$ cat config.mk
export PLATFORM = sky130hd
export DESIGN_NAME = cofs_lat_store
export DESIGN_NICKNAME = d
export VERILOG_FILES = /design/src/rtl/cofs_pkg.sv /design/src/rtl/cofs_lat_store.sv
export SDC_FILE = /design/constraint.sdc
export NUM_CORES = 2
export LEC_CHECK = 0
export ABC_CLOCK_PERIOD_IN_PS = 7300
export BUFFER_PORTS_ARGS = -buffer_cell sky130_fd_sc_hd__buf_4
export CELL_PAD_IN_SITES_DETAIL_PLACEMENT = 1
export CELL_PAD_IN_SITES_GLOBAL_PLACEMENT = 1
export CORE_ASPECT_RATIO = 1.2
export CORE_MARGIN = 10
export CORE_UTILIZATION = 48
export DETAILED_ROUTE_END_ITERATION = 16
export GPL_ROUTABILITY_DRIVEN = 0
export MAX_ROUTING_LAYER = met4
export PLACE_DENSITY_LB_ADDON = 0.1
export RECOVER_POWER = 25
export SLEW_MARGIN = 15
export SYNTH_ARGS = -nofsm -noshare
export SYNTH_HDL_FRONTEND = slang
export SYNTH_SLANG_ARGS = --single-unit
$ cat constraint.sdc
create_clock -name aclk -period 7.3 [get_ports aclk]
set_clock_uncertainty 0.15 [all_clocks]
set_input_delay 1.095 -clock aclk [delete_from_list [all_inputs] [get_ports aclk]]
set_output_delay 1.095 -clock aclk [all_outputs]
set_load 0.02 [all_outputs]
$ cat src/rtl/cofs_pkg.sv
package cofs_pkg;

    // sizing
    localparam int NUM_PEERS  = 64;
    localparam int TIME_BITS  = 48;
    localparam int PEER_BITS  = 6;
    localparam int PEER_IDX_W = $clog2(NUM_PEERS);
    localparam int DIFF_W     = TIME_BITS + 1;
    localparam int LAT_W      = TIME_BITS + 2;
    localparam int CNT_W      = 16;
    localparam int CFG_IDX_W  = 2;
    localparam int CFG_DATA_W = 16;

    // stream packing
    localparam int S_FIELDS_W = PEER_BITS + 2 * TIME_BITS;
    localparam int S_TDATA_W  = ((S_FIELDS_W + 7) / 8) * 8;
    localparam int M_FIELDS_W = TIME_BITS + DIFF_W + LAT_W + CNT_W;
    localparam int M_TDATA_W  = ((M_FIELDS_W + 7) / 8) * 8;

    // request kinds
    localparam logic [1:0] REQ_START = 2'd0;
    localparam logic [1:0] REQ_STAMP = 2'd1;
    localparam logic [1:0] REQ_STOP  = 2'd2;
    localparam logic [1:0] REQ_RSVD  = 2'd3;

    // result actions
    localparam logic [1:0] ACT_SEND = 2'd0;
    localparam logic [1:0] ACT_STOP = 2'd1;
    localparam logic [1:0] ACT_DONE = 2'd2;
    localparam logic [1:0] ACT_IGN  = 2'd3;

    // run phase codes
    localparam logic [1:0] PH_IDLE  = 2'd0;
    localparam logic [1:0] PH_FIRST = 2'd1;
    localparam logic [1:0] PH_RUN   = 2'd2;

    // roles
    localparam logic ROLE_INIT = 1'b0;
    localparam logic ROLE_RESP = 1'b1;

    // configuration register indexes
    localparam logic [CFG_IDX_W-1:0] CFG_ROLE = 2'd0;
    localparam logic [CFG_IDX_W-1:0] CFG_MIN  = 2'd1;
    localparam logic [CFG_IDX_W-1:0] CFG_MAX  = 2'd2;

    typedef logic [TIME_BITS-1:0]        time_t;
    typedef logic signed [DIFF_W-1:0]    diff_t;
    typedef logic signed [LAT_W-1:0]     lat_t;
    typedef logic [CNT_W-1:0]            cnt_t;
    typedef logic [PEER_IDX_W-1:0]       peer_idx_t;

    typedef struct packed {
        logic [1:0]           req_type;
        logic [PEER_BITS-1:0] peer;
        time_t                capture_time;
        time_t                remote_time;
    } item_t;

    typedef struct packed {
        logic role;
        cnt_t min_exchanges;
        cnt_t max_exchanges;
    } cfg_t;

    typedef struct packed {
        logic [1:0] action;
        time_t      send_time;
        diff_t      offset;
        lat_t       latency_bound;
        cnt_t       exchanges;
    } result_t;

    typedef struct packed {
        logic      en;
        peer_idx_t addr;
        lat_t      data;
    } lat_wr_t;

endpackage

$ cat src/rtl/cofs_lat_store.sv
module cofs_lat_store (
    input  logic                aclk,
    input  logic                aresetn,
    input  logic                rd_en,
    input  cofs_pkg::peer_idx_t rd_peer,
    input  cofs_pkg::peer_idx_t chk_peer,
    input  cofs_pkg::lat_wr_t   lat_wr,
    output logic                lat_vld,
    output cofs_pkg::lat_t      lat_rd
);
    import cofs_pkg::*;

    lat_t                 lat_mem [NUM_PEERS];
    lat_t                 rd_reg;
    logic [NUM_PEERS-1:0] vld_reg;
    logic [NUM_PEERS-1:0] vld_next;

    // best width per peer, written when a run finishes
    always_ff @(posedge aclk) begin
        if (lat_wr.en) begin
            lat_mem[lat_wr.addr] <= lat_wr.data;
        end
    end

    // registered read with the same-cycle write passed through
    always_ff @(posedge aclk) begin
        if (rd_en) begin
            if (lat_wr.en && (lat_wr.addr == rd_peer)) begin
                rd_reg <= lat_wr.data;
            end else begin
                rd_reg <= lat_mem[rd_peer];
            end
        end
    end

    // per-peer valid flags
    always_comb begin
        vld_next = vld_reg;
        if (lat_wr.en) begin
            vld_next[lat_wr.addr] = 1'b1;
        end
    end

    always_ff @(posedge aclk) begin
        if (!aresetn) begin
            vld_reg <= '0;
        end else begin
            vld_reg <= vld_next;
        end
    end

    assign lat_vld = vld_reg[chk_peer];
    assign lat_rd  = rd_reg;

endmodule

After elaboration in Yosys (flattened, before gate mapping). Memories as Yosys holds them, arrays and structs flattened. A register that Yosys moved wholly into a read port is not among the register bits. Cells that the tools add are included.

Register bits after elaboration: 64. RAM bits: 3200. Input bits: 72. Output and inout port bits: 51. Logic and storage cells: 13. Memories kept: 1.

Memory list: lat_mem (depth 64, bits a word 50, read ports 1, clocked after Yosys merged registers in 1, write ports 1, line cofs_lat_store.sv:13) `lat_t lat_mem [NUM_PEERS];`.

$lt $le $gt $ge: 3. Mux-type cells: 6. Bitwise logic cells: 1. Reductions and logical operators: 1.

Operator list (number): $or A64 B64 Y64 (1); $lt A6 B7 Y1 const B (2); $bmux W1 S6 (1); $demux W1 S6 (1); $ge A6 B1 Y1 const B (1); $mux W1 (4); $logic_and A1 B1 Y1 (1).

Logic depth before layout (Yosys ltp).
Depth in word-level cells: 5. Depth in mapped cells: 12. Depth with buffers taken out: 6.

Worst setup path after synthesis. No wires, ideal clock.

Path type: input port to flip-flop. Start point: in lat_wr[56] (netlist name). End point: mem lat_mem[40][0] (netlist name) (enable). Setup time: 522 ps. Arrival: 5277 ps. Data required time: 6628 ps. Path slack: 1351 ps. Stages on the path: 4. Path buffers: 1. Path through: clkbuf_1 -> nor2b_1 -> nand3_1 -> nor3_1.

Word-level cells in the longest chain between the ends: 2.

RTL lines: start, declared (line cofs_lat_store.sv:7) `input cofs_pkg::lat_wr_t lat_wr,`; $mux W1 (line cofs_lat_store.sv:20) `if (lat_wr.en) begin`; $mux W1 (not written as such) (line cofs_lat_store.sv:21) `lat_mem[lat_wr.addr] <= lat_wr.data;`; end, declared (line cofs_lat_store.sv:13).

Every way passes these cells.

Final worst setup path.
Start point: in chk_peer[0]. End point: out lat_vld.

Word-level cells in the longest chain between the ends: 2.

RTL lines: start, declared (line cofs_lat_store.sv:6) `input cofs_pkg::peer_idx_t chk_peer,`; $bmux W1 S6 (line cofs_lat_store.sv:52) `assign lat_vld = vld_reg[chk_peer];`; $mux W1 (not written as such) (line cofs_lat_store.sv:52); end, declared (line cofs_lat_store.sv:8) `output logic lat_vld,`.

Every way passes these cells. The select of a mux whose other input is x is not followed.

==> impl_metrics.csv <==
group,metric,value,unit
floorplan,die_width,490,µm
power,powerDensity,277,nW/µm²
route,post_drt_wl_per_cell,37.4,µm
cts,clock_sinks,3314,
sta,period_share,61.5,%
yosys,yosys_warnings,0,
route,drc,0,
sta,setup_tns,0,ns
route,num_vias,66700,
yosys,yosysTopAreaCellShare,76.8,%
route,drt-pass1-iter-count,5,
global_route,grtUsageMet1,35.7,%
yosys,synth_common_cells,"edfxtp_1, mux2i_1, a22oi_1",
route,drtAntennaViolNets,0,
yosys,synth_most_common_cell,"edfxtp_1",
yosys,synth-seq-area-share,77.8,%
route,vias_per_cell,6.46,
cts,clk_latency,0.90,ns
setup_path,path_class,"input pin to primary output",
cts,cts_hold_buffers,0,
floorplan,core-area,263000,µm²
yosys,synth-main-ff-cell,"edfxtp_1",
route,drtIter0Drc,6803,
setup_path,cp.required,6.05,ns
setup_path,crit_buf_inv,2,
yosys,netlist_area,127000,µm²
status,outcome,"finished, violations left",
finish,final_nets,6691,
sta,setup_violations,0,
global_route,grt_overflow,0,
yosys,synth_edf_count,3250,
cts,ctsLongestPathBuffers,4,
yosys,synthTopCellsByArea,"edfxtp_1, mux2i_1, mux4_2",
route,totalWireLength,386,mm
sta,hold_viol_final,0,
finish,fin_util,54.5,%
global_route,antenna_found_initial,13,
cts,numCtsBuffers,334,
finish,areaGrowthSynthToFinish,12.7,%
finish,final_cells,10300,
yosys,syn_avg_cell_area,20.0,µm²
sta,drv_slew,2526,
sta,clock.fmax,223,MHz
power,leakagePower,47.3,nW
yosys,ys_types,35,
power,share_comb_of_total_power,4.9,%
setup_path,cp_cell_sequence,"buf_4 -> mux4_1 -> mux4_2 -> mux4_2 -> buf_4",
cts,root_buffer,"clkbuf_16",
floorplan,num_rows,206,
placed_design,place_inst,9714,
status,violations,"capacitance limit, slew limit",
cts,htree_levels,5,
global_route,grtUsageMet3,2.88,%
setup_path,crit_fanout,16,
sta,max_slew.worst_pin.slew,2.73,ns
sta,slew_headroom,-82.0,%
floorplan,die_h,584,µm
sta,whs,0.312,ns
cts,clkTransAtPathRegs,0.06,ns
setup_path,critPathLaunchType,"input pin",
power,power_switching,8.59,mW
finish,largest_register_ffs,3200,
global_route,grt_start_max_net_pins,131,
setup_path,crit_family,"multiplexers",
setup_path,critPathCaptureType,"primary output",
floorplan,initial_utilization,48.4,%
min_path,hp-class,"flop to flop",
cts,cts_tree,"built",
global_route,gr-usage-met2,45.8,%
setup_path,cp_slowest_cell,"mux4_1",
run,max_cap_viol_count,39,
sta,fin_crit,4.49,ns
power,clockPowerShare,41.9,%
floorplan,ios,123,
yosys,ys_seq_elements,3314,
finish,final_layout_size_suffix_gt1_share,16.4,%
setup_path,cp.arrival,3.24,ns
yosys,synthArstFlopShare,0,%
global_route,grt.total_usage,27.4,%
global_route,grt_pass1_vias,68900,
power,vdd_drop_max,0.230,mV
power,p_sw_share,21.6,%
placed_design,place_hpwl,206,mm
cts,cts_resized,0,
setup_path,critPathMaxStageDelay,0.68,ns
global_route,grt_pass1_wl,540,mm
setup_path,worst-r2r-setup-slack,4.92,ns
sta,rsz0062_at_grt,"false",
placed_design,port_buffers,122,
yosys,syn_nets,6434,
yosys,synth_cells,6362,
global_route,grt.busiest_layer,"met2",
power,power_frac_seq,53.2,%
power,p_int,31.2,mW
yosys,yosys.area.top_type,"edfxtp_1",
cts,cts_setup_buffers,0,
floorplan,dieArea,286000,µm²
## kinds of logic after synthesis
| group | share of synthesized area [%] |
|---|---|
| buffers and inverters | 1.46 |
| flip-flops | 77.8 |
| XOR/XNOR | 0.0413 |
| AO/OA/AOI/OAI | 4.69 |
| multiplexers | 14.4 |
| AND/OR/NAND/NOR | 1.65 |
## worst paths after layout
| kind | cells past startpoint | to | start |
|---|---|---|---|
| max | 5 | lat_vld | chk_peer[0] |
| max reg2reg | 4 | lat_rd[6] | lat_mem[19][6] |
| min reg2reg | 1 | vld_reg[45] | vld_reg[45] |
| min | 1 | vld_reg[45] | vld_reg[45] |
## through the flow
step	worst slack, ns	power [mW]	instance area [µm²]
2_1_floorplan	1.35	22.6	127000
3_5_place_dp	2.53	23.5	133000
5_1_grt	2.77	40.9	143000
6_report	2.81	39.8	143000
3_3_place_gp	2.64	23.5	133000
4_1_cts	2.79	40.0	143000
## layer usage
metal  routed length (µm)  share of wire (%)
met1               156000                 40
met2               197000                 51
met5                    0                  0
met4                12300                3.2
met3                21200                5.5
## power groups by stage
stage | registers [mW] | clock network (mW) | logic [mW]
final | 21.2 | 16.6 | 1.95
after global routing | 21.2 | 17.7 | 2.07
after CTS | 21.1 | 16.9 | 1.96
after detailed placement | 21.5 | 0 | 1.96
after global placement | 21.5 | 0 | 1.92
after floorplan | 21.5 | 0 | 1.04
## area by class of cell
type | count | area (µm²)
clock inverter | 178 | 1560
timing repair buffer | 311 | 2760
fill | 22700 | 120000
tap | 3432 | 4290
multi-input combinational | 2658 | 27000
clock buffer | 417 | 8850
antenna | 6 | 15.0
sequential | 3314 | 98900
## cell usage in the layout, fill, tap and decap left out, types with 4 or more instances in the layout
cell	count
a211oi_1	49
a21oi_1	98
a221o_1	48
a22oi_1	546
and3_1	48
buf_12	43
buf_4	226
bufinv_16	24
clkbuf_1	110
clkbuf_16	340
clkbuf_8	5
clkinv_1	65
clkinv_2	59
clkinv_8	4
clkinvlp_4	12
dfxtp_1	64
diode_2	6
edfxtp_1	3250
inv_6	10
mux2i_1	1098
mux4_2	321
nand2_1	64
nand2b_1	4
nand3_1	158
nand4_1	54
nor2_4	63
nor2b_1	7
nor2b_4	4
nor3_2	5
o21a_1	64
xnor2_1	5
## worst register-to-register path: cells and delay by family (launching register included)
kind	cells	cell delay (ns)
AO/OA/AOI/OAI	2	0.78
multiplexers	1	0.48
flip-flops	1	0.38
AND/OR/NAND/NOR	1	0.34
Power figures use the tool's default switching activity.
