===== src/rtl/cofs_pkg.sv =====
package cofs_pkg;

    // sizing
    localparam int NUM_PEERS  = 64;
    localparam int TIME_BITS  = 48;
    localparam int PEER_BITS  = 6;
    localparam int PEER_IDX_W = $clog2(NUM_PEERS);
    localparam int DIFF_W     = TIME_BITS + 1;
    localparam int LAT_W      = TIME_BITS + 2;
    localparam int CNT_W      = 16;
    localparam int CFG_IDX_W  = 2;
    localparam int CFG_DATA_W = 16;

    // stream packing
    localparam int S_FIELDS_W = PEER_BITS + 2 * TIME_BITS;
    localparam int S_TDATA_W  = ((S_FIELDS_W + 7) / 8) * 8;
    localparam int M_FIELDS_W = TIME_BITS + DIFF_W + LAT_W + CNT_W;
    localparam int M_TDATA_W  = ((M_FIELDS_W + 7) / 8) * 8;

    // request kinds
    localparam logic [1:0] REQ_START = 2'd0;
    localparam logic [1:0] REQ_STAMP = 2'd1;
    localparam logic [1:0] REQ_STOP  = 2'd2;
    localparam logic [1:0] REQ_RSVD  = 2'd3;

    // result actions
    localparam logic [1:0] ACT_SEND = 2'd0;
    localparam logic [1:0] ACT_STOP = 2'd1;
    localparam logic [1:0] ACT_DONE = 2'd2;
    localparam logic [1:0] ACT_IGN  = 2'd3;

    // run phase codes
    localparam logic [1:0] PH_IDLE  = 2'd0;
    localparam logic [1:0] PH_FIRST = 2'd1;
    localparam logic [1:0] PH_RUN   = 2'd2;

    // roles
    localparam logic ROLE_INIT = 1'b0;
    localparam logic ROLE_RESP = 1'b1;

    // configuration register indexes
    localparam logic [CFG_IDX_W-1:0] CFG_ROLE = 2'd0;
    localparam logic [CFG_IDX_W-1:0] CFG_MIN  = 2'd1;
    localparam logic [CFG_IDX_W-1:0] CFG_MAX  = 2'd2;

    typedef logic [TIME_BITS-1:0]        time_t;
    typedef logic signed [DIFF_W-1:0]    diff_t;
    typedef logic signed [LAT_W-1:0]     lat_t;
    typedef logic [CNT_W-1:0]            cnt_t;
    typedef logic [PEER_IDX_W-1:0]       peer_idx_t;

    typedef struct packed {
        logic [1:0]           req_type;
        logic [PEER_BITS-1:0] peer;
        time_t                capture_time;
        time_t                remote_time;
    } item_t;

    typedef struct packed {
        logic role;
        cnt_t min_exchanges;
        cnt_t max_exchanges;
    } cfg_t;

    typedef struct packed {
        logic [1:0] action;
        time_t      send_time;
        diff_t      offset;
        lat_t       latency_bound;
        cnt_t       exchanges;
    } result_t;

    typedef struct packed {
        logic      en;
        peer_idx_t addr;
        lat_t      data;
    } lat_wr_t;

endpackage


===== src/rtl/cofs_engine.sv =====
module cofs_engine (
    input  logic              aclk,
    input  logic              aresetn,
    input  logic              proc,
    input  cofs_pkg::item_t   item,
    input  cofs_pkg::cfg_t    cfg,
    input  logic              lat_vld,
    input  cofs_pkg::lat_t    lat_rd,
    output cofs_pkg::result_t res,
    output cofs_pkg::lat_wr_t lat_wr
);
    import cofs_pkg::*;

    localparam int MUL_W = LAT_W + 4;
    localparam logic [PEER_BITS:0] PEER_LIMIT = (PEER_BITS + 1)'(NUM_PEERS);

    function automatic diff_t tdiff(input time_t a, input time_t b);
        return $signed({1'b0, a}) - $signed({1'b0, b});
    endfunction

    function automatic diff_t dmax(input diff_t a, input diff_t b);
        return (a > b) ? a : b;
    endfunction

    function automatic diff_t dmin(input diff_t a, input diff_t b);
        return (a < b) ? a : b;
    endfunction

    logic [1:0] phase_reg, phase_next;
    time_t      older_reg, older_next;
    time_t      newer_reg, newer_next;
    time_t      saved_reg, saved_next;
    diff_t      low_reg, low_next;
    diff_t      high_reg, high_next;
    cnt_t       count_reg, count_next;

    diff_t             d_rt_lt, d_rt_old, d_rt_new, d_sv_old, rtt;
    diff_t             run_low, run_high, fin_low, fin_high;
    lat_t              fin_width, fin_sum, new_lat;
    diff_t             fin_ofs;
    logic signed [MUL_W-1:0] x_ext, y_ext, x10, y11;
    logic              run_stamp, early, peer_ok;
    cnt_t              cnt_inc;
    logic              fin;
    logic [1:0]        fin_act;
    cnt_t              fin_cnt;

    // bound candidates from this event
    assign d_rt_lt  = tdiff(item.remote_time, item.capture_time);
    assign d_rt_old = tdiff(item.remote_time, older_reg);
    assign d_rt_new = tdiff(item.remote_time, newer_reg);
    assign d_sv_old = tdiff(saved_reg, older_reg);
    assign rtt      = tdiff(item.capture_time, newer_reg);
    assign run_low  = dmax(low_reg, d_rt_lt);
    assign run_high = dmin(high_reg, d_rt_new);

    assign run_stamp = (item.req_type == REQ_STAMP) && (phase_reg == PH_RUN);
    assign fin_low   = run_stamp ? run_low : low_reg;
    assign fin_high  = run_stamp ? run_high : high_reg;

    // width, floor midpoint and new per-peer minimum
    assign fin_width = {fin_high[DIFF_W-1], fin_high} - {fin_low[DIFF_W-1], fin_low};
    assign fin_sum   = {fin_high[DIFF_W-1], fin_high} + {fin_low[DIFF_W-1], fin_low};
    assign fin_ofs   = $signed(fin_sum[LAT_W-1:1]);
    assign new_lat   = (lat_vld && (lat_rd < fin_width)) ? lat_rd : fin_width;

    // early stop: 10*rtt < 11*best with a valid non-negative best, once the count reaches min_exchanges
    assign x_ext = $signed({{(MUL_W - DIFF_W){rtt[DIFF_W-1]}}, rtt});
    assign y_ext = $signed({{(MUL_W - LAT_W){lat_rd[LAT_W-1]}}, lat_rd});
    assign x10   = (x_ext <<< 3) + (x_ext <<< 1);
    assign y11   = (y_ext <<< 3) + (y_ext <<< 1) + y_ext;
    assign early = lat_vld && !lat_rd[LAT_W-1] &&
                   (count_reg >= cfg.min_exchanges) && (x10 < y11);

    // saturating exchange count
    assign cnt_inc = (count_reg == '1) ? count_reg : count_reg + CNT_W'(1);
    assign peer_ok = {1'b0, item.peer} < PEER_LIMIT;

    // event handling per role and phase
    always_comb begin
        phase_next = phase_reg;
        older_next = older_reg;
        newer_next = newer_reg;
        saved_next = saved_reg;
        low_next   = low_reg;
        high_next  = high_reg;
        count_next = count_reg;
        res        = '0;
        res.action = ACT_IGN;
        lat_wr     = '0;
        lat_wr.addr = item.peer[PEER_IDX_W-1:0];
        lat_wr.data = new_lat;
        fin        = 1'b0;
        fin_act    = ACT_DONE;
        fin_cnt    = count_reg;
        if (proc && peer_ok) begin
            if (cfg.role == ROLE_INIT) begin
                if ((item.req_type == REQ_START) && (phase_reg == PH_IDLE)) begin
                    older_next    = item.capture_time;
                    count_next    = '0;
                    phase_next    = PH_FIRST;
                    res.action    = ACT_SEND;
                    res.send_time = item.capture_time;
                end else if ((item.req_type == REQ_STAMP) && (phase_reg == PH_FIRST)) begin
                    newer_next    = item.capture_time;
                    low_next      = d_rt_lt;
                    high_next     = d_rt_old;
                    count_next    = CNT_W'(1);
                    phase_next    = PH_RUN;
                    res.action    = ACT_SEND;
                    res.send_time = item.capture_time;
                    res.exchanges = CNT_W'(1);
                end else if (run_stamp) begin
                    older_next = newer_reg;
                    newer_next = item.capture_time;
                    low_next   = run_low;
                    high_next  = run_high;
                    if (early) begin
                        fin     = 1'b1;
                        fin_act = ACT_STOP;
                    end else begin
                        count_next = cnt_inc;
                        if (cnt_inc == cfg.max_exchanges) begin
                            fin     = 1'b1;
                            fin_act = ACT_STOP;
                            fin_cnt = cnt_inc;
                        end else begin
                            res.action    = ACT_SEND;
                            res.send_time = item.capture_time;
                            res.exchanges = cnt_inc;
                        end
                    end
                end else if ((item.req_type == REQ_STOP) && (phase_reg == PH_RUN)) begin
                    fin = 1'b1;
                end
            end else begin
                if ((item.req_type == REQ_STAMP) && (phase_reg == PH_IDLE)) begin
                    saved_next    = item.remote_time;
                    older_next    = item.capture_time;
                    count_next    = '0;
                    phase_next    = PH_FIRST;
                    res.action    = ACT_SEND;
                    res.send_time = item.capture_time;
                end else if ((item.req_type == REQ_STAMP) && (phase_reg == PH_FIRST)) begin
                    newer_next    = item.capture_time;
                    low_next      = dmax(d_sv_old, d_rt_lt);
                    high_next     = d_rt_old;
                    count_next    = CNT_W'(1);
                    phase_next    = PH_RUN;
                    res.action    = ACT_SEND;
                    res.send_time = item.capture_time;
                    res.exchanges = CNT_W'(1);
                end else if (run_stamp) begin
                    saved_next = item.remote_time;
                    older_next = newer_reg;
                    newer_next = item.capture_time;
                    low_next   = run_low;
                    high_next  = run_high;
                    if (early) begin
                        fin     = 1'b1;
                        fin_act = ACT_STOP;
                    end else begin
                        count_next    = cnt_inc;
                        res.action    = ACT_SEND;
                        res.send_time = item.capture_time;
                        res.exchanges = cnt_inc;
                    end
                end else if ((item.req_type == REQ_STOP) && (phase_reg == PH_RUN)) begin
                    older_next = newer_reg;
                    newer_next = item.capture_time;
                    fin        = 1'b1;
                end
            end
            // end of run: report estimate and keep the best width
            if (fin) begin
                phase_next        = PH_IDLE;
                res.action        = fin_act;
                res.send_time     = '0;
                res.offset        = fin_ofs;
                res.latency_bound = new_lat;
                res.exchanges     = fin_cnt;
                lat_wr.en         = 1'b1;
            end
        end
    end

    // run state
    always_ff @(posedge aclk) begin
        if (!aresetn) begin
            phase_reg <= PH_IDLE;
            older_reg <= '0;
            newer_reg <= '0;
            saved_reg <= '0;
            low_reg   <= '0;
            high_reg  <= '0;
            count_reg <= '0;
        end else begin
            phase_reg <= phase_next;
            older_reg <= older_next;
            newer_reg <= newer_next;
            saved_reg <= saved_next;
            low_reg   <= low_next;
            high_reg  <= high_next;
            count_reg <= count_next;
        end
    end

endmodule


===== config.mk =====
export PLATFORM = sky130hd
export DESIGN_NAME = cofs_engine
export DESIGN_NICKNAME = d
export VERILOG_FILES = /design/src/rtl/cofs_pkg.sv /design/src/rtl/cofs_engine.sv
export SDC_FILE = /design/constraint.sdc
export NUM_CORES = 2
export LEC_CHECK = 0
export ABC_AREA = 0
export BUFFER_PORTS_ARGS = -buffer_cell sky130_fd_sc_hd__clkbuf_2
export CORE_MARGIN = 4
export CORE_UTILIZATION = 35
export CTS_BUF_LIST = sky130_fd_sc_hd__clkbuf_8 sky130_fd_sc_hd__clkbuf_16
export CTS_CLUSTER_DIAMETER = 30
export DETAILED_ROUTE_END_ITERATION = 8
export GPL_TIMING_DRIVEN = 0
export RECOVER_POWER = 25
export SYNTH_ARGS = -nofsm -noshare
export SYNTH_HDL_FRONTEND = slang
export SYNTH_SLANG_ARGS = --single-unit

===== constraint.sdc =====
create_clock -name aclk -period 50.8 [get_ports aclk]
set_input_delay 10.16 -clock aclk [delete_from_list [all_inputs] [get_ports aclk]]
set_output_delay 10.16 -clock aclk [all_outputs]
set_load 0.02 [all_outputs]

---- Word-level counts from Yosys, hierarchy flattened ----
Index checks and enable logic that the tools add are counted.
operators by class
  eq/ne operators ......................... 12
  $add $sub $neg .......................... 11
  bitwise gates (word level) .............. 0
  multiplexer cells ....................... 98
  reduce and logical (&&, ||, !) cells .... 20
  shift-type cells ........................ 0
  $mul .................................... 0
  div/mod/pow operators ................... 0
  magnitude comparators ................... 6
operator list
  kind                                            count
  two-way mux 48 bit                              19
  two-way mux 49 bit                              14
  two-way mux 50 bit                              11
  two-way mux 16 bit                              23
  two-way mux 165 bit                             2
  subtractor 48 x 48 -> 49 bit                    5
  greater-than comparator 49 bit                  2
  adder 53 x 51 -> 54 bit                         1
  adder 54 x 50 -> 54 bit                         1
  < comparator 53 x 54 -> 1 bit                   1
  adder 52 x 50 -> 53 bit                         1
  adder 49 x 49 -> 50 bit                         1
  < comparator 50 bit                             1
  subtractor 49 x 49 -> 50 bit                    1
  < comparator 49 bit                             1
  two-way mux 2 bit                               15
  adder 16 x 1 -> 16 bit (second input constant)  1
  == test 16 bit                                  1
  == test 16 bit (second input constant)          1
  >= comparator 16 bit                            1
  two-way mux 1 bit                               14
  AND reduction 5 bit                             2
  logical AND 1 bit                               9
  nonzero test 3 bit                              3
  10 further kinds                                16
word-level totals
  bits in writable memories ............... 0
  memory bits (read-only) ................. 0
  memories ................................ 0
  bits in registers ....................... 260
  bits in latches ......................... 0
  word-level logic and storage cells ...... 154

---- Longest topological paths before layout ----
  depth in word-level cells ............... 12
  mapped depth ............................ 58

---- Worst setup path after synthesis ----
No wires, ideal clock.
  kind .................................... input port to output port
  start point ............................. in item[0] (netlist bit)
  end point ............................... out res[16] (netlist bit)
  slack ................................... 19.621 ns
  required time ........................... 40.640 ns
  arrival time ............................ 21.019 ns
  stages .................................. 55
  path through ............................ inv_1 -> ha_1 -> inv_1 -> fa_1 -> a21o_1 -> a21oi_1 -> o21ai_0 -> a21oi_1 -> o41ai_1 -> a31oi_1 -> a211oi_1 -> a31oi_1 -> o21ai_0 -> a21oi_1 -> o21ai_0 -> xnor2_1 -> ha_1 -> a21o_1 -> (+19 left out) -> a31o_2 -> a311oi_1 -> o32ai_1 -> o21a_1 -> o21a_1 -> or2_2 -> ha_1 -> nor2b_1 -> o21ai_0 -> nand2b_1 -> a21oi_1 -> nor2b_1 -> o21ai_0 -> nand4b_1 -> mux2i_1 -> clkbuf_1 -> mux2_2 -> and2_1
RTL lines
  item             RTL line          source
  start, declared  cofs_engine.sv:5  input cofs_pkg::item_t item,
  end, declared    cofs_engine.sv:9  output cofs_pkg::result_t res,

==> run_results.csv <==
group,metric,value,unit
global_routing,antenna_found_initial,8,
timing,hold_violations,0,
clock_network,cts_hold_buf,0,
place,place_congestion,1.01,
detailed_routing,m1WireLength,83100,microns
die,die_h,360,microns
setup_path,critPathArrivalTime,25580,ps
detailed_routing,drtAntennaViolNets,0,
setup_path,cp_slowest_cell,"o32ai_1",
pwr,p_per_area,29.3,mW/mm^2
timing,setup-tns-final,0,ps
hold_path,whs_path_depth,2,
clock_network,cts_resized,0,
timing,fin_crit,35740,ps
layout,area_growth,14.3,%
timing,slew_violations,11,
setup_path,cpMostUsedCell,"o21ai_0",
hold_path,hp-class,"reg2reg",
synthesis,yosysTopAreaCellShare,20.1,%
layout,layout.cells.non_filler,8202,
detailed_routing,met2_length,80700,microns
detailed_routing,top_layer,"met4",
pwr,p_leak,23.0,nW
detailed_routing,wl_met3,16100,microns
synthesis,ys_top_cells_by_area,"ha_1 (20%), dfxtp_1 (12%), a21oi_1 (8.1%)",
detailed_routing,drt-pass1-iter-count,6,
status,status,"finished, violations left",
clock_network,htree_levels,2,
synthesis,syn_avg_cell_area,7.20,sq um
synthesis,synth_enable_flop_cells,0,
pwr,share_comb_of_total_power,57.0,%
synthesis,synthFlopType,"dfxtp_1",
clock_network,path_clk_slew,50,ps
global_routing,overflow,0,
status,violations,"capacitance limit, slew limit",
global_routing,grt_pass1_wl,274000,microns
synthesis,seq_area_frac_synth,12.0,%
timing,maxSlewHeadroom,-6.12,%
die,fp-row-count,129,
die,io_pins,413,
synthesis,ys_seq_elements,260,
pwr,vdd_drop_max,25.2,uV
timing,fmax,28.0,MHz
synthesis,synth_top_cell_by_area,"ha_1",
detailed_routing,via_per_inst,5.76,
setup_path,critPathKind,"in2out",
timing,finalClockSkew,25.0,ps
detailed_routing,routed_wl,191000,microns
global_routing,grt_pass1_vias,43700,
timing,setup_viol,0,
pwr,swShare,46.1,%
detailed_routing,route.detailed.drc,0,
synthesis,synth_most_common_cell,"a21oi_1",
pwr,finalPower,1.46,mW
clock_network,max-clock-path-buffers,3,
die,core,0.123,sq mm
synthesis,yosys-top-cells-count,"a21oi_1 (706), ha_1 (697), nand2_1 (549)",
detailed_routing,via_count,47300,
clock_network,cts_tree,"built",
clock_network,clock_sinks,260,
layout,layout.nets,7451,
layout,fillCellCount,12900,
place,io_buffer_count,405,
timing,rsz0062_at_grt,"false",
synthesis,synth.distinct_cells,100,
place,post-dp-hpwl,162000,microns
die,dieWidth,360,microns
setup_path,crit_fanout,10,
clock_network,cts-root-buf,"clkbuf_16",
die,die-area,0.130,sq mm
setup_path,slowest_delay,840,ps
place,placedCellCount,8081,
timing,whs,457,ps
synthesis,synth-warning-count,0,
clock_network,post_cts_buffers,0,
die,start_util,35.2,%
global_routing,grt_max_degree,17,
pwr,p_int,0.786,mW
synthesis,synth_cells,6037,
pwr,seq_power_share,14.9,%
setup_path,cp-end-kind,"output pin",
setup_path,cp.required,40640,ps
job,drv_cap,1,
setup_path,reg2regPathDepth,39,
setup_path,start_kind,"input pin",
pwr,clockPowerShare,28.0,%
layout,fin_util,40.3,%
clock_network,clock_latency,660,ps
detailed_routing,drtIter0Drc,4893,
clock_network,cts_made_buffers,61,
timing,fin_crit_sh,70.4,%
global_routing,grt.total_usage,27.6,%
detailed_routing,wire_per_inst,23.3,microns
synthesis,ys_async_sr_fraction,0,%
pwr,p_switching,0.671,mW
synthesis,synth_area,0.0435,sq mm
synthesis,syn_nets,6981,
layout,drive_gt1_share,9.61,%
timing,worst_slew_pin_slew,1590,ps
## layout by cell type, fill, tap and decap left out, types with 39 or more instances in the layout
| cell type | synthesis | final |
|---|---|---|
| a211oi_1 | 119 | 119 |
| a21o_1 | 296 | 296 |
| a21oi_1 | 706 | 706 |
| a221oi_1 | 45 | 45 |
| a31oi_1 | 47 | 47 |
| and2_1 | 130 | 130 |
| and3_1 | 50 | 50 |
| clkbuf_1 | 202 | 209 |
| clkbuf_16 | 0 | 62 |
| clkbuf_2 | 0 | 403 |
| dfxtp_1 | 260 | 260 |
| fa_1 | 56 | 56 |
| ha_1 | 697 | 697 |
| inv_1 | 494 | 496 |
| nand2_1 | 549 | 549 |
| nand2b_1 | 79 | 79 |
| nand3_1 | 107 | 107 |
| nand4_1 | 84 | 84 |
| nor2_1 | 488 | 487 |
| nor2b_1 | 78 | 78 |
| nor3_1 | 73 | 73 |
| o21a_1 | 56 | 56 |
| o21ai_0 | 395 | 395 |
| o21bai_1 | 72 | 72 |
| o31ai_1 | 39 | 39 |
| xnor2_1 | 286 | 286 |
| xor2_1 | 114 | 114 |
## per-layer routing
| layer | vias up | GRT usage, % |
|---|---|---|
| met3 | 371 | 3.31 |
| li1 | 22600 | - |
| met5 | - | 0 |
| met4 | 0 | 13.6 |
| met1 | 22300 | 37.9 |
| met2 | 2024 | 42.8 |
## area by class of cell
cell class              count  area [sq um]  share of cell area [%]
well taps                1637          2050                    4.12
clock inverters            48           514                    1.03
plain buffers             248          1020                    2.05
clock buffers              65          1590                    3.20
flip-flops and latches    260          5200                    10.5
multi-input cells        5033         35400                    71.2
inverters                 496          1860                    3.75
repair buffers            407          2050                    4.13
diodes                      8          20.0                  0.0403
## kinds of logic after synthesis
group           Yosys count  share of synthesized area (%)
fa+ha+maj               754                           22.7
flops                   260                           12.0
compound gates         2053                           30.0
mux                      61                           1.48
xor+xnor                401                           8.10
simple gates           1764                           19.2
buf+inv                 744                           6.63
## power groups by stage
| stage | clock network [mW] | registers [mW] | logic, mW |
|---|---|---|---|
| after CTS | 0.409 | 0.217 | 0.820 |
| final | 0.409 | 0.218 | 0.831 |
| after detailed placement | 0 | 0.221 | 0.815 |
| after global placement | 0 | 0.221 | 0.805 |
| after global routing | 0.418 | 0.218 | 0.916 |
| after floorplan | 0 | 0.219 | 0.579 |
## metrics by stage
| step | worst slack [ps] | area, sq um |
|---|---|---|
| final | 15060 | 49700 |
| after global routing | 14290 | 49700 |
| after CTS | 15020 | 49700 |
| after detailed placement | 15090 | 47600 |
| after global placement | 14260 | 47500 |
| after floorplan | 19620 | 43500 |
## path summary, 6_finish.rpt
| check | startpoint | endpoint | slack, ps |
|---|---|---|---|
| max | item[0] | res[50] | 15060 |
| min | saved_reg[15] | saved_reg[15] | 460 |
| max reg2reg | newer_reg[0] | phase_reg[1] | 40480 |
| min reg2reg | saved_reg[15] | saved_reg[15] | 460 |
## worst max-delay path: cells and delay by family
kind | cells | cell delay [ps]
AND/OR/NAND/NOR | 5 | 1010
adder cells (fa/ha/maj) | 5 | 1550
AO/OA/AOI/OAI | 31 | 8550
XOR/XNOR | 2 | 540
buffers and inverters | 12 | 3410
multiplexers | 1 | 300
(Power assumes the default switching activity.)
